### config.mk
export PLATFORM = sky130hd
export DESIGN_NAME = register_file_integer_alu_flat
export DESIGN_NICKNAME = d
export VERILOG_FILES = /design/src/design/rfa_pkg.sv /design/src/design/rfa_if.sv /design/src/design/rfa_ram.sv /design/src/design/register_file_integer_alu.sv /design/src/flat_wrapper.sv
export SDC_FILE = /design/constraint.sdc
export NUM_CORES = 2
export LEC_CHECK = 0
export BUFFER_PORTS_ARGS = -buffer_cell sky130_fd_sc_hd__clkbuf_2
export CAP_MARGIN = 30
export CORE_MARGIN = 5
export CORE_UTILIZATION = 58
export CTS_CLUSTER_DIAMETER = 40
export DETAILED_ROUTE_END_ITERATION = 10
export GPL_TIMING_DRIVEN = 0
export HOLD_SLACK_MARGIN = 0.03
export PLACE_DENSITY = 0.75
export SLEW_MARGIN = 5
export SYNTH_ARGS = -nofsm -noshare
export SYNTH_HDL_FRONTEND = slang
export SYNTH_SLANG_ARGS = --single-unit
### constraint.sdc
create_clock -name clk -period 13.7 [get_ports clk]
set_clock_uncertainty 0.05 [all_clocks]
set_input_delay 0.685 -clock clk [delete_from_list [all_inputs] [get_ports clk]]
set_output_delay 0.685 -clock clk [all_outputs]
set_load 0.02 [all_outputs]
### src/design/rfa_pkg.sv
`timescale 1ns / 1ps
// ----------------------------------------------------------------------------
// rfa_pkg
// Shared widths, operation codes and decode helpers for the register file ALU.
// ----------------------------------------------------------------------------
package rfa_pkg;

  localparam int OP_W    = 4;
  localparam int NIB_W   = 4;
  localparam int VALUE_W = 64;

  // Instruction operation codes
  localparam logic [OP_W-1:0] OP_ADD  = 4'd0;
  localparam logic [OP_W-1:0] OP_SUB  = 4'd1;
  localparam logic [OP_W-1:0] OP_MUL  = 4'd2;
  localparam logic [OP_W-1:0] OP_DIV  = 4'd3;
  localparam logic [OP_W-1:0] OP_MOD  = 4'd4;
  localparam logic [OP_W-1:0] OP_INC  = 4'd5;
  localparam logic [OP_W-1:0] OP_DEC  = 4'd6;
  localparam logic [OP_W-1:0] OP_ADDI = 4'd7;
  localparam logic [OP_W-1:0] OP_SUBI = 4'd8;
  localparam logic [OP_W-1:0] OP_MULI = 4'd9;
  localparam logic [OP_W-1:0] OP_DIVI = 4'd10;
  localparam logic [OP_W-1:0] OP_MODI = 4'd11;

  // Internal ALU function codes
  typedef enum logic [2:0] {
    ALU_ADD,
    ALU_SUB,
    ALU_MUL,
    ALU_DIV,
    ALU_MOD,
    ALU_PASS
  } alu_fn_t;

  typedef enum logic [1:0] {
    SRC_REG,
    SRC_ONE,
    SRC_IMM
  } opnd_sel_t;

  function automatic alu_fn_t alu_fn(input logic [OP_W-1:0] op);
    alu_fn_t fn;
    case (op)
      OP_ADD, OP_INC, OP_ADDI: fn = ALU_ADD;
      OP_SUB, OP_DEC, OP_SUBI: fn = ALU_SUB;
      OP_MUL, OP_MULI:         fn = ALU_MUL;
      OP_DIV, OP_DIVI:         fn = ALU_DIV;
      OP_MOD, OP_MODI:         fn = ALU_MOD;
      default:                 fn = ALU_PASS;
    endcase
    return fn;
  endfunction

  function automatic opnd_sel_t opnd_sel(input logic [OP_W-1:0] op);
    opnd_sel_t sel;
    case (op)
      OP_ADD, OP_SUB, OP_MUL, OP_DIV, OP_MOD: sel = SRC_REG;
      OP_INC, OP_DEC:                         sel = SRC_ONE;
      default:                                sel = SRC_IMM;
    endcase
    return sel;
  endfunction

endpackage

### src/design/rfa_if.sv
`timescale 1ns / 1ps
// ----------------------------------------------------------------------------
// rfa_req_if / rfa_rsp_if
// Valid/ready channels carrying ALU requests and register write reports.
// ----------------------------------------------------------------------------
interface rfa_req_if;
  import rfa_pkg::*;

  logic               valid;
  logic               ready;
  logic [OP_W-1:0]    operation;
  logic [NIB_W-1:0]   src_reg;
  logic [NIB_W-1:0]   dst_reg;
  logic [VALUE_W-1:0] immediate;

  modport source (output valid, operation, src_reg, dst_reg, immediate, input ready);
  modport sink   (input valid, operation, src_reg, dst_reg, immediate, output ready);
endinterface

interface rfa_rsp_if;
  import rfa_pkg::*;

  logic               valid;
  logic               ready;
  logic [NIB_W-1:0]   written_reg;
  logic [VALUE_W-1:0] written_value;
  logic               divide_by_zero;

  modport source (output valid, written_reg, written_value, divide_by_zero, input ready);
  modport sink   (input valid, written_reg, written_value, divide_by_zero, output ready);
endinterface

### src/design/rfa_ram.sv
`timescale 1ns / 1ps
// ----------------------------------------------------------------------------
// rfa_ram
// Generic single-write, single-read RAM with registered read data.
// ----------------------------------------------------------------------------
module rfa_ram #(
  parameter int WIDTH = 64,
  parameter int DEPTH = 16
) (
  input  logic                     clk,
  input  logic                     we,
  input  logic [$clog2(DEPTH)-1:0] waddr,
  input  logic [WIDTH-1:0]         wdata,
  input  logic [$clog2(DEPTH)-1:0] raddr,
  output logic [WIDTH-1:0]         rdata
);

  logic [WIDTH-1:0] mem [DEPTH];

  always_ff @(posedge clk) begin
    if (we) begin
      mem[waddr] <= wdata;
    end
    rdata <= mem[raddr];
  end

endmodule

### src/design/register_file_integer_alu.sv
`timescale 1ns / 1ps
// ----------------------------------------------------------------------------
// register_file_integer_alu
// Sequential integer ALU working on a register file of unsigned registers.
// ----------------------------------------------------------------------------
// Usage:
//   req (sink) takes one decoded instruction per request: operation, the two
//   register nibbles and a 64-bit immediate. rsp (source) returns one report
//   per request: the register written, its new value and a divide-by-zero flag.
//   Register nibbles are reduced modulo REG_COUNT; codes 12 to 15 write nothing
//   and report the current value of the src_reg register.
// Sequence:
//   The RDA and RDB states read the operands through the register file RAM
//   port, then the shared adder runs in EXEC: add, sub, inc and dec use it
//   once, while mul, div and mod iterate over the DATA_WIDTH operand bits, one
//   multiplier or quotient bit per iteration. FIN then writes back and loads
//   the result register, holding while rsp is stalled. req.ready is high
//   only while no request is in flight.
// Reset and stalls:
//   rst clears the register file through per-register valid bits and empties
//   the result register. A request may be taken while a result waits; if rsp
//   stays stalled, the next result holds in the write-back step.
// ----------------------------------------------------------------------------
module register_file_integer_alu #(
  parameter int REG_COUNT  = 16,
  parameter int DATA_WIDTH = 64
) (
  input  logic     clk,
  input  logic     rst,
  rfa_req_if.sink  req,
  rfa_rsp_if.source rsp
);
  import rfa_pkg::*;

  localparam int IDX_W = $clog2(REG_COUNT);
  localparam int CNT_W = $clog2(DATA_WIDTH);
  localparam int NIB_COUNT = 2 ** NIB_W;

  localparam logic [2:0] S_IDLE = 3'd0;
  localparam logic [2:0] S_RDA  = 3'd1;
  localparam logic [2:0] S_RDB  = 3'd2;
  localparam logic [2:0] S_EXEC = 3'd3;
  localparam logic [2:0] S_FIN  = 3'd4;

  // Nibble to register index, reduced at elaboration
  logic [IDX_W-1:0] idx_tbl [NIB_COUNT];
  for (genvar g = 0; g < NIB_COUNT; g++) begin : g_idx
    assign idx_tbl[g] = IDX_W'(g % REG_COUNT);
  end

  logic [2:0]            state;
  logic [OP_W-1:0]       op;
  logic [IDX_W-1:0]      src_idx;
  logic [IDX_W-1:0]      dst_idx;
  logic [DATA_WIDTH-1:0] imm;
  logic [DATA_WIDTH-1:0] a;
  logic [DATA_WIDTH-1:0] b;
  logic [DATA_WIDTH-1:0] acc;
  logic [CNT_W-1:0]      cnt;
  logic                  dz;
  logic [REG_COUNT-1:0]  reg_valid;
  logic                  rd_valid;
  logic                  rsp_valid;

  alu_fn_t   fn;
  opnd_sel_t sel;
  logic [IDX_W-1:0]      rd_addr;
  logic [IDX_W-1:0]      target;
  logic [DATA_WIDTH-1:0] ram_rdata;
  logic [DATA_WIDTH-1:0] operand;
  logic [DATA_WIDTH-1:0] b_src;
  logic [DATA_WIDTH-1:0] result;
  logic                  out_free;
  logic                  we;

  // Shared adder/subtractor
  logic [DATA_WIDTH:0]   ux;
  logic [DATA_WIDTH:0]   uy;
  logic                  usub;
  logic [DATA_WIDTH+1:0] usum;

  assign fn      = alu_fn(op);
  assign sel     = opnd_sel(op);
  assign target  = (sel == SRC_REG) ? dst_idx : src_idx;
  assign operand = rd_valid ? ram_rdata : '0;
  assign out_free = !rsp_valid || rsp.ready;
  assign we      = (state == S_FIN) && out_free && (fn != ALU_PASS);

  always_comb begin
    unique case (state)
      S_IDLE: begin
        rd_addr = (opnd_sel(req.operation) == SRC_REG) ? idx_tbl[req.dst_reg]
                                                       : idx_tbl[req.src_reg];
      end
      default: rd_addr = src_idx;
    endcase
  end

  always_comb begin
    unique case (sel)
      SRC_REG: b_src = operand;
      SRC_ONE: b_src = DATA_WIDTH'(1);
      default: b_src = imm;
    endcase
  end

  always_comb begin
    ux   = {1'b0, a};
    uy   = {1'b0, b};
    usub = 1'b0;
    priority case (fn)
      ALU_MUL: begin
        ux = {1'b0, acc};
        uy = {1'b0, a};
      end
      ALU_DIV, ALU_MOD: begin
        ux   = {acc, a[DATA_WIDTH-1]};
        usub = 1'b1;
      end
      ALU_SUB: usub = 1'b1;
      default: usub = 1'b0;
    endcase
    usum = {1'b0, ux} + {1'b0, uy ^ {(DATA_WIDTH+1){usub}}} + (DATA_WIDTH+2)'(usub);
  end

  assign result = (fn == ALU_DIV) ? a : acc;

  rfa_ram #(
    .WIDTH(DATA_WIDTH),
    .DEPTH(REG_COUNT)
  ) u_regs (
    .clk  (clk),
    .we   (we),
    .waddr(target),
    .wdata(result),
    .raddr(rd_addr),
    .rdata(ram_rdata)
  );

  assign req.ready = (state == S_IDLE);
  assign rsp.valid = rsp_valid;

  always_ff @(posedge clk) begin
    if (rst) begin
      state     <= S_IDLE;
      reg_valid <= '0;
      rsp_valid <= 1'b0;
    end else begin
      rd_valid <= reg_valid[rd_addr];
      // load a new report, or drop the one just taken
      if ((state == S_FIN) && out_free) begin
        rsp_valid <= 1'b1;
      end else if (rsp.ready) begin
        rsp_valid <= 1'b0;
      end
      unique case (state)
        S_IDLE: begin
          if (req.valid) begin
            op      <= req.operation;
            src_idx <= idx_tbl[req.src_reg];
            dst_idx <= idx_tbl[req.dst_reg];
            imm     <= req.immediate[DATA_WIDTH-1:0];
            state   <= S_RDA;
          end
        end
        S_RDA: begin
          a     <= operand;
          state <= S_RDB;
        end
        S_RDB: begin
          b     <= b_src;
          acc   <= '0;
          cnt   <= CNT_W'(DATA_WIDTH - 1);
          dz    <= ((fn == ALU_DIV) || (fn == ALU_MOD)) && (b_src == '0);
          state <= S_EXEC;
        end
        S_EXEC: begin
          priority case (fn)
            ALU_MUL: begin
              if (b[0]) begin
                acc <= usum[DATA_WIDTH-1:0];
              end
              a <= a << 1;
              b <= b >> 1;
            end
            ALU_DIV, ALU_MOD: begin
              // keep the difference when the trial subtract does not borrow
              if (usum[DATA_WIDTH+1]) begin
                acc <= usum[DATA_WIDTH-1:0];
              end else begin
                acc <= ux[DATA_WIDTH-1:0];
              end
              a <= {a[DATA_WIDTH-2:0], usum[DATA_WIDTH+1]};
            end
            ALU_PASS: acc <= a;
            default:  acc <= usum[DATA_WIDTH-1:0];
          endcase
          if ((fn == ALU_MUL) || (fn == ALU_DIV) || (fn == ALU_MOD)) begin
            if (cnt == '0) begin
              state <= S_FIN;
            end else begin
              cnt <= cnt - CNT_W'(1);
            end
          end else begin
            state <= S_FIN;
          end
        end
        S_FIN: begin
          // hold here until the result register frees up
          if (out_free) begin
            rsp.written_reg    <= NIB_W'(target);
            rsp.written_value  <= VALUE_W'(result);
            rsp.divide_by_zero <= dz;
            if (we) begin
              reg_valid[target] <= 1'b1;
            end
            state <= S_IDLE;
          end
        end
        default: state <= S_IDLE;
      endcase
    end
  end

endmodule
### src/flat_wrapper.sv
// flat-port wrapper written by rule: the top's interface ports become plain ports
module register_file_integer_alu_flat import rfa_pkg::*;
#(
  parameter int REG_COUNT  = 16,
  parameter int DATA_WIDTH = 64
)
  (clk, rst, req_valid, req_operation, req_src_reg, req_dst_reg, req_immediate, req_ready, rsp_valid, rsp_written_reg, rsp_written_value, rsp_divide_by_zero, rsp_ready);
  rfa_req_if req_i ();
  rfa_rsp_if rsp_i ();
  input  logic clk;
  input  logic rst;
  input wire logic [$bits(req_i.valid)-1:0] req_valid;
  input wire logic [$bits(req_i.operation)-1:0] req_operation;
  input wire logic [$bits(req_i.src_reg)-1:0] req_src_reg;
  input wire logic [$bits(req_i.dst_reg)-1:0] req_dst_reg;
  input wire logic [$bits(req_i.immediate)-1:0] req_immediate;
  output wire logic [$bits(req_i.ready)-1:0] req_ready;
  output wire logic [$bits(rsp_i.valid)-1:0] rsp_valid;
  output wire logic [$bits(rsp_i.written_reg)-1:0] rsp_written_reg;
  output wire logic [$bits(rsp_i.written_value)-1:0] rsp_written_value;
  output wire logic [$bits(rsp_i.divide_by_zero)-1:0] rsp_divide_by_zero;
  input wire logic [$bits(rsp_i.ready)-1:0] rsp_ready;
  assign req_i.valid = req_valid;
  assign req_i.operation = req_operation;
  assign req_i.src_reg = req_src_reg;
  assign req_i.dst_reg = req_dst_reg;
  assign req_i.immediate = req_immediate;
  assign req_ready = req_i.ready;
  assign rsp_valid = rsp_i.valid;
  assign rsp_written_reg = rsp_i.written_reg;
  assign rsp_written_value = rsp_i.written_value;
  assign rsp_divide_by_zero = rsp_i.divide_by_zero;
  assign rsp_i.ready = rsp_ready;
  register_file_integer_alu #(.REG_COUNT(REG_COUNT), .DATA_WIDTH(DATA_WIDTH)) u_core (.clk(clk), .rst(rst), .req(req_i), .rsp(rsp_i));
endmodule
# --- After elaboration in Yosys (flattened, before gate mapping) ---
# Memories as Yosys holds them, arrays and structs flattened. A register that Yosys moved wholly into a read port is not among the register bits.
# Cells that the tools add are included.
op_classes:
  n_addsub: 3
  n_lt_le_gt_ge: 5
  n_eq_ne: 31
  n_mux: 41
  bitwise: 5
  reduce_logical: 34
ops:
  columns: ["operator", "n"]
  rows:
  - ["$pmux W64 S2", 5]
  - ["$mux W64", 6]
  - ["$pmux W64 S3", 1]
  - ["$pmux W65 S2", 1]
  - ["$add A65 B65 Y66", 1]
  - ["$add A66 B1 Y66", 1]
  - ["$xor A64 B65 Y65", 1]
  - ["$logic_not A64 Y1", 1]
  - ["$mux W4", 8]
  - ["$eq A4 B3 Y1 const B", 6]
  - ["$reduce_and A3 Y1", 7]
  - ["$eq A4 B2 Y1 const B", 4]
  - ["$or A16 B16 Y16", 1]
  - ["$pmux W3 S5", 1]
  - ["$eq A3 B2 Y1 const B", 4]
  - ["$mux W3", 4]
  - ["$mux W6", 2]
  - ["$pmux W6 S2", 1]
  - ["$ge A5 B5 Y1 const B", 2]
  - ["$lt A4 B5 Y1 const B", 2]
  - ["$not A4 Y5", 2]
  - ["$reduce_or A5 Y1", 2]
  - ["$eq A3 B3 Y1 const B", 3]
  - ["$eq A4 B1 Y1 const B", 2]
  - ["26 further kinds", 51]
word_totals:
  ff_bits: 365
  ramBits: 1024
  rom_bits: 176
  in_bits: 80
  memories: 4
memory_table:
  columns: ["name", "words", "word_bits", "rd", "rd_ports_with_merged_regs", "write_ports", "line", "text"]
  rows:
  - ["u_core.u_regs.mem", 16, 64, 1, 1, 1, "rfa_ram.sv:18", "logic [WIDTH-1:0] mem [DEPTH];"]
  - ["(no name shown)", 16, 4, 1, 0, 0, "register_file_integer_alu.sv:92", "rd_addr = (opnd_sel(req.operation) == SRC_REG) ? idx_tbl[req.dst_reg]"]
  - ["(no name shown)", 16, 4, 1, 0, 0, "register_file_integer_alu.sv:93", ": idx_tbl[req.src_reg];"]
  - ["(no name shown)", 16, 3, 1, 1, 0, "rfa_pkg.sv:44", "case (op)"]

# --- Logic depth before layout (Yosys ltp) ---
depth:
  ltp_word: 10
  mapped_depth: 21
  ltp_nobuf: 17

# --- Hierarchy ---
# A second synthesis with hierarchy kept.
unflattened:
  cells_unflattened: 3965
  area_unflattened_um2: 62401.1
by_module_without_submodules:
  columns: ["mod", "n_inst", "cells_each", "area_per_inst_um2"]
  rows:
  - ["rfa_ram", 1, 1647, 39581.7]
  - ["register_file_integer_alu", 1, 2318, 22819.4]

# --- Least setup slack after synthesis ---
# OpenSTA, ideal clock, no wires.
synth_timing:
  path_kind: "flip-flop to flip-flop"
  start: "register u_core.state[2]"
  end: "register u_core.acc[0], enable pin"
  setup_ps: 582
  t_arrival_ps: 5896
  t_required_ps: 13068
  path_slack_ps: 7172
  path_stages_with_launch: 7
  n_path_buf: 2
  synth_period_minus_slack_ps: 6528
  path_cell_list: "dfxtp_1 > clkbuf_1 > nor2b_1 > nand2_1 > clkbuf_1 > nor2_1 > a211oi_1"
synth_between:
  elab_chain_cells: 3
synth_lines:
  columns: ["element", "line", "text"]
  rows:
  - ["from (decl)", "register_file_integer_alu.sv:51", "logic [2:0] state;"]
  - ["from (signal assigned)", "register_file_integer_alu.sv:145", "state <= S_IDLE;"]
  - ["from (signal assigned)", "register_file_integer_alu.sv:163", "state <= S_RDA;"]
  - ["from (signal assigned)", "register_file_integer_alu.sv:168", "state <= S_RDB;"]
  - ["$eq A3 B2 Y1", "register_file_integer_alu.sv:156", "unique case (state)"]
  - ["$ne A3 B2 Y1 (no line) / $reduce_bool A2 Y1 (equally long branches)", null, null]
  - ["$reduce_and A3 Y1 (no line) *", null, null]
  - ["to (signal assigned)", "register_file_integer_alu.sv:181", "acc <= usum[DATA_WIDTH-1:0];"]
  - ["to (signal assigned)", "register_file_integer_alu.sv:189", "acc <= usum[DATA_WIDTH-1:0];"]
  - ["to (signal assigned)", "register_file_integer_alu.sv:191", "acc <= ux[DATA_WIDTH-1:0];"]
  - ["to (decl)", "register_file_integer_alu.sv:58", "logic [DATA_WIDTH-1:0] acc;"]
# Mark *: on every way between the ends. The rest lies on a longest branch, timed or not.
# A chain may end at the register's enable or synchronous reset.

# --- Worst setup path after layout ---
layout_timing:
  start: "register u_core.fn[0] (netlist name)"
  end: "register u_core.acc[53] (data pin)"
layout_between:
  elab_chain_cells: 9
layout_lines:
  columns: ["element", "line", "text"]
  rows:
  - ["$eq A3 B1 Y1, or another cell as far along", "register_file_integer_alu.sv:111", "priority case (fn)"]
  - ["$reduce_or A3 Y1 (no line)", null, null]
  - ["$mux W1", "register_file_integer_alu.sv:111", null]
  - ["$xor A64 B65 Y65", "register_file_integer_alu.sv:123", "usum = {1'b0, ux} + {1'b0, uy ^ {(DATA_WIDTH+1){usub}}} + (DATA_WIDTH+2)'(usub);"]
  - ["$add A65 B65 Y66", "register_file_integer_alu.sv:123", null]
  - ["$add A66 B1 Y66", "register_file_integer_alu.sv:123", null]
  - ["$mux W64 (on tied branches)", "register_file_integer_alu.sv:188, register_file_integer_alu.sv:180", null]
  - ["$pmux W64 S3 *", "register_file_integer_alu.sv:178", "priority case (fn)"]
  - ["$pmux W64 S2 *", "register_file_integer_alu.sv:156", null]
# Mark *: on every way between the ends. The rest lies on a longest branch, timed or not. The select of a mux whose other input is x is not followed.

==> metrics.md <==
| Metric | Value |
|---|---|
| Hold wc startpoint | req_src_reg[2] |
| Worst slew pin tran | 1.145 ns |
| Leakage | 24.55 nW |
| DRC | 0 |
| WL per Instance | 31.58 µm |
| Global-route wire length before repair | 272.7 mm |
| Layout area overhead | 16.14% |
| Ant. Diodes | 0 |
| CTS tree | built |
| Flop and latch count out of synthesis | 1456 |
| Overall routed net length | 189.4 mm |
| Remaining Overflow, GRT | 0 |
| GRT Total Usage | 32.63% |
| DIE HEIGHT | 339.1 µm |
| Reg area | 42850 µm² |
| Final worst path period share | 55.78% |
| Pre-CTS setup slack | 6.219 ns |
| Ys Warns | 0 |
| Post-synthesis mux area share | 13.04% |
| Synth Area in Compound Gates | 7.748% |
| Row count | 120 |
| FF-to-FF End | u_core.acc[53]$_SDFFCE_PN0P_ |
| Critical Path End Type | flip-flop |
| Largest family of logic cells by synthesized area | multiplexers |
| # Max-Cap Violations | 0 |
| PD cells | 264.2 nW/µm² |
| Worst setup slack after layout | 6.058 ns |
| Post-synth EDFFs | 1369 |
| Synth Area in Simple Gates | 6.041% |
| Final Cell Area | 72940 µm² |
| Clock transition at the registers of the reported paths | 0.06 ns |
| Unique masters post-synth | 79 |
| Final setup viols | 0 |
| Worst Path Arrival | 8.20 ns |
| Cells on worst reg2reg path | 21 |
| Die area | 115000 µm² |
| Initial antenna violation count | 4 |
| Synthesized instance count | 3997 |
| Post-DP HPWL | 131.0 mm |
| Vias per cell | 6.669 |
| DR vias | 40.00k |
| Max FFs per register | 1024 |
| Area post-placement | 66680 µm² |
| Multi-input logic area | 18960 µm² |
| Most frequent cells in the layout | edfxtp_1 (1369), nand2_1 (440), mux4_2 (260) |
| Filler instances | 6970 |
| Ys async rst share | 0% |
| Peak fanout along the critical path | 10 |
| 1st-pass router iterations | 7 |
| Slew margin rel. | 23.66% |
| CP required | 14.26 ns |
| H-tree levels | 4 |
| Hold path endpoint | u_core.src_idx[2]$_DFFE_PP_ |
| Register area share after synthesis | 68.23% |
| Startpoint Class | flip-flop |
| Synthesized area per cell | 15.71 µm² |
| Net Count, Synth | 4147 |
| Unrepaired setup endpoints after global routing | no |
| PortBufs | 150 |
| Setup TNS | 0 ns |
| Critical path class | flip-flop to flip-flop |
| Depth of the worst hold-timing path | 1 |
| Core box area | 107400 µm² |
| Achievable Freq | 130.9 MHz |
| Final Hold Fails | 0 |
| Fin. max-slew vios | 0 |
| Worst reg2reg startpoint | u_core.fn[0]$_DFF_P_ |
| Min-Delay Path Class | primary input to flip-flop |
| Top FF cell, synth | edfxtp_1 |
| Gpl congestion | 0.9621 |
| Final ANT Viol Nets | 0 |
| Commonest non-fill, non-tap cell in the layout | edfxtp_1 |
| CTS root buf | clkbuf_16 |
| Clock buffer depth | 3 |
| Outcome | finished, final reports clean |
| DIE WIDTH | 339.1 µm |
| Post-CTS sizing | 0 |
| Final #Nets | 4605 |
| CTS Sinks | 1456 |
| Proportion of layout cells with a drive suffix above 1 | 19.78% |
| Initial detailed-routing violation count | 5771 |
| Area of the mapped netlist | 62800 µm² |
| Register with the most flip-flops | u_core.u_regs.mem |
| Post-Synth XOR/XNOR Area | 1.687% |
| Final min period | 7.642 ns |
| Largest net degree at the start of global routing | 55 |
| Worst-skew pair later-pin latency | 0.77 ns |
| Vias in the first global route | 40.10k |
| Reg2Reg Setup Slack | 6.06 ns |
| Adder-Cell Fraction of Synth Area | 1.407% |
| TritonCTS Buffers | 167 |
| Starting Density | 58.50% |
| Num ports | 151 |
| VDD IR-drop max | 0.0001384 V |
[critical path: stages (launching register included)]
cell	delay (ns)
dfxtp_1	0.38
buf_2	0.22
nor3_1	0.08
nor2_1	0.16
clkbuf_1	0.86
clkbuf_1	0.71
clkbuf_1	0.70
nand2_1	0.12
nand2_1	0.11
ha_1	0.13
clkbuf_1	0.28
nand4_1	0.19
or3_1	0.40
or4_4	0.53
nor3_2	0.43
o21ai_2	0.23
a21o_1	0.22
nand2_1	0.08
buf_2	0.32
clkbuf_1	0.76
nand2_1	0.32
a21oi_1	0.22
[worst max path at each step]
stage                                            start                      endpoint  slack, ns  cells after the start
after global placement            u_core.fn[0]$_DFF_P_  u_core.acc[25]$_SDFFCE_PN0P_       3.41                      6
after CTS                         u_core.fn[2]$_DFF_P_  u_core.acc[53]$_SDFFCE_PN0P_       6.23                     20
final                             u_core.fn[0]$_DFF_P_  u_core.acc[53]$_SDFFCE_PN0P_       6.06                     21
after floorplan           u_core.state[2]$_SDFFE_PP0P_   u_core.acc[0]$_SDFFCE_PN0P_       7.17                      6
after global routing              u_core.fn[2]$_DFF_P_  u_core.acc[53]$_SDFFCE_PN0P_       5.88                     20
after detailed placement          u_core.fn[2]$_DFF_P_  u_core.acc[53]$_SDFFCE_PN0P_       6.22                     20
[cells by family (layout without fill, tap and decap cells)]
kind of cell	Yosys count	after routing
AO/OA/AOI/OAI	738	738
XOR/XNOR	121	121
adder cells (fa/ha/maj)	70	70
buffers and inverters	290	888
flip-flops	1456	1456
multiplexers	481	481
AND/OR/NAND/NOR	841	841
[per-stage QoR]
| step | hold WS [ns] | std cells | utilization (%) | power [W] |
|---|---|---|---|---|
| floorplan | 0.3503 | 3997 | - | 0.01172 |
| global placement | 0.3871 | 5550 | 60.84 | 0.01436 |
| detailed placement | 0.3985 | 5617 | 62.11 | 0.01450 |
| global route | 0.04290 | 5998 | 67.94 | 0.02010 |
| finish | 0.06584 | 5998 | 67.94 | 0.01927 |
| CTS | 0.03020 | 5986 | 67.81 | 0.01902 |
[synthesized netlist by cell type (3+ instances only)]
cell       count  area (µm²)
a211oi_1      71       533.0
a21boi_0       3       22.52
a21o_1        25       187.7
a21oi_1      224        1121
a222oi_1      11       110.1
a22o_1         3       26.28
a22oi_1      114       855.8
a31oi_1        7       43.79
a32oi_1       64       560.5
and2_1        11       68.82
and3_1        10       62.56
and4_1         4       35.03
buf_1         34       127.6
buf_2         49       245.2
clkbuf_1     165       619.3
dfxtp_1       87        1742
edfxtp_1    1369       41110
ha_1          69       863.3
inv_1         39       146.4
mux2_2        72       810.8
mux2_4         6       90.09
mux2i_1      143        1431
mux4_2       260        5856
nand2_1      440        1652
nand2b_1      10       62.56
nand3_1       80       400.4
nand4_1       31       193.9
nor2_1       124       465.5
nor2b_1       74       462.9
nor3_1        16       80.08
nor4_1        19       118.9
o2111ai_1      4       35.03
o211ai_1       6       45.04
o21a_1        15       112.6
o21ai_0      123       615.6
o21bai_1      15       112.6
o221a_2        3       33.78
o22ai_1        8       50.05
o31a_1         3       26.28
o31ai_1        8       60.06
o41ai_1       12       105.1
or3_1          5       31.28
xnor2_1       98       858.3
xor2_1        23       201.4
[report_power, final]
group	leakage, nW	internal [W]	switching [W]	total, W
registers	13.1	0.00557	0.000378	0.00595
logic	8.79	0.00330	0.00560	0.00890
clock network	2.66	0.00258	0.00185	0.00443
total	24.6	0.0115	0.00782	0.0193
[routing by layer]
metal	GRT usage [%]	up-vias	part of all wire [%]	wire length (µm)
met3	7.952	513	12	22420
li1	-	16780	-	-
met2	50.05	2915	46	87090
met1	44.28	19790	36	68950
met4	16.37	2	5.8	10940
met5	0	-	0.0063	12
[layout make-up]
class / instances / area share, %
clock inverter: 92 / 1.439
tap: 1403 / 2.407
inverter: 40 / 0.2093
timing repair buffer: 289 / 3.699
clock buffer: 217 / 6.114
multi-input combinational: 2251 / 25.99
sequential: 1456 / 58.75
buffer: 250 / 1.386
[timing repair]
item,in CTS,in global routing
buffers inserted,0,0
hold buffers,60,0
hold endpoints to repair,60,0
Note: power is estimated with default switching activity, not from simulation.
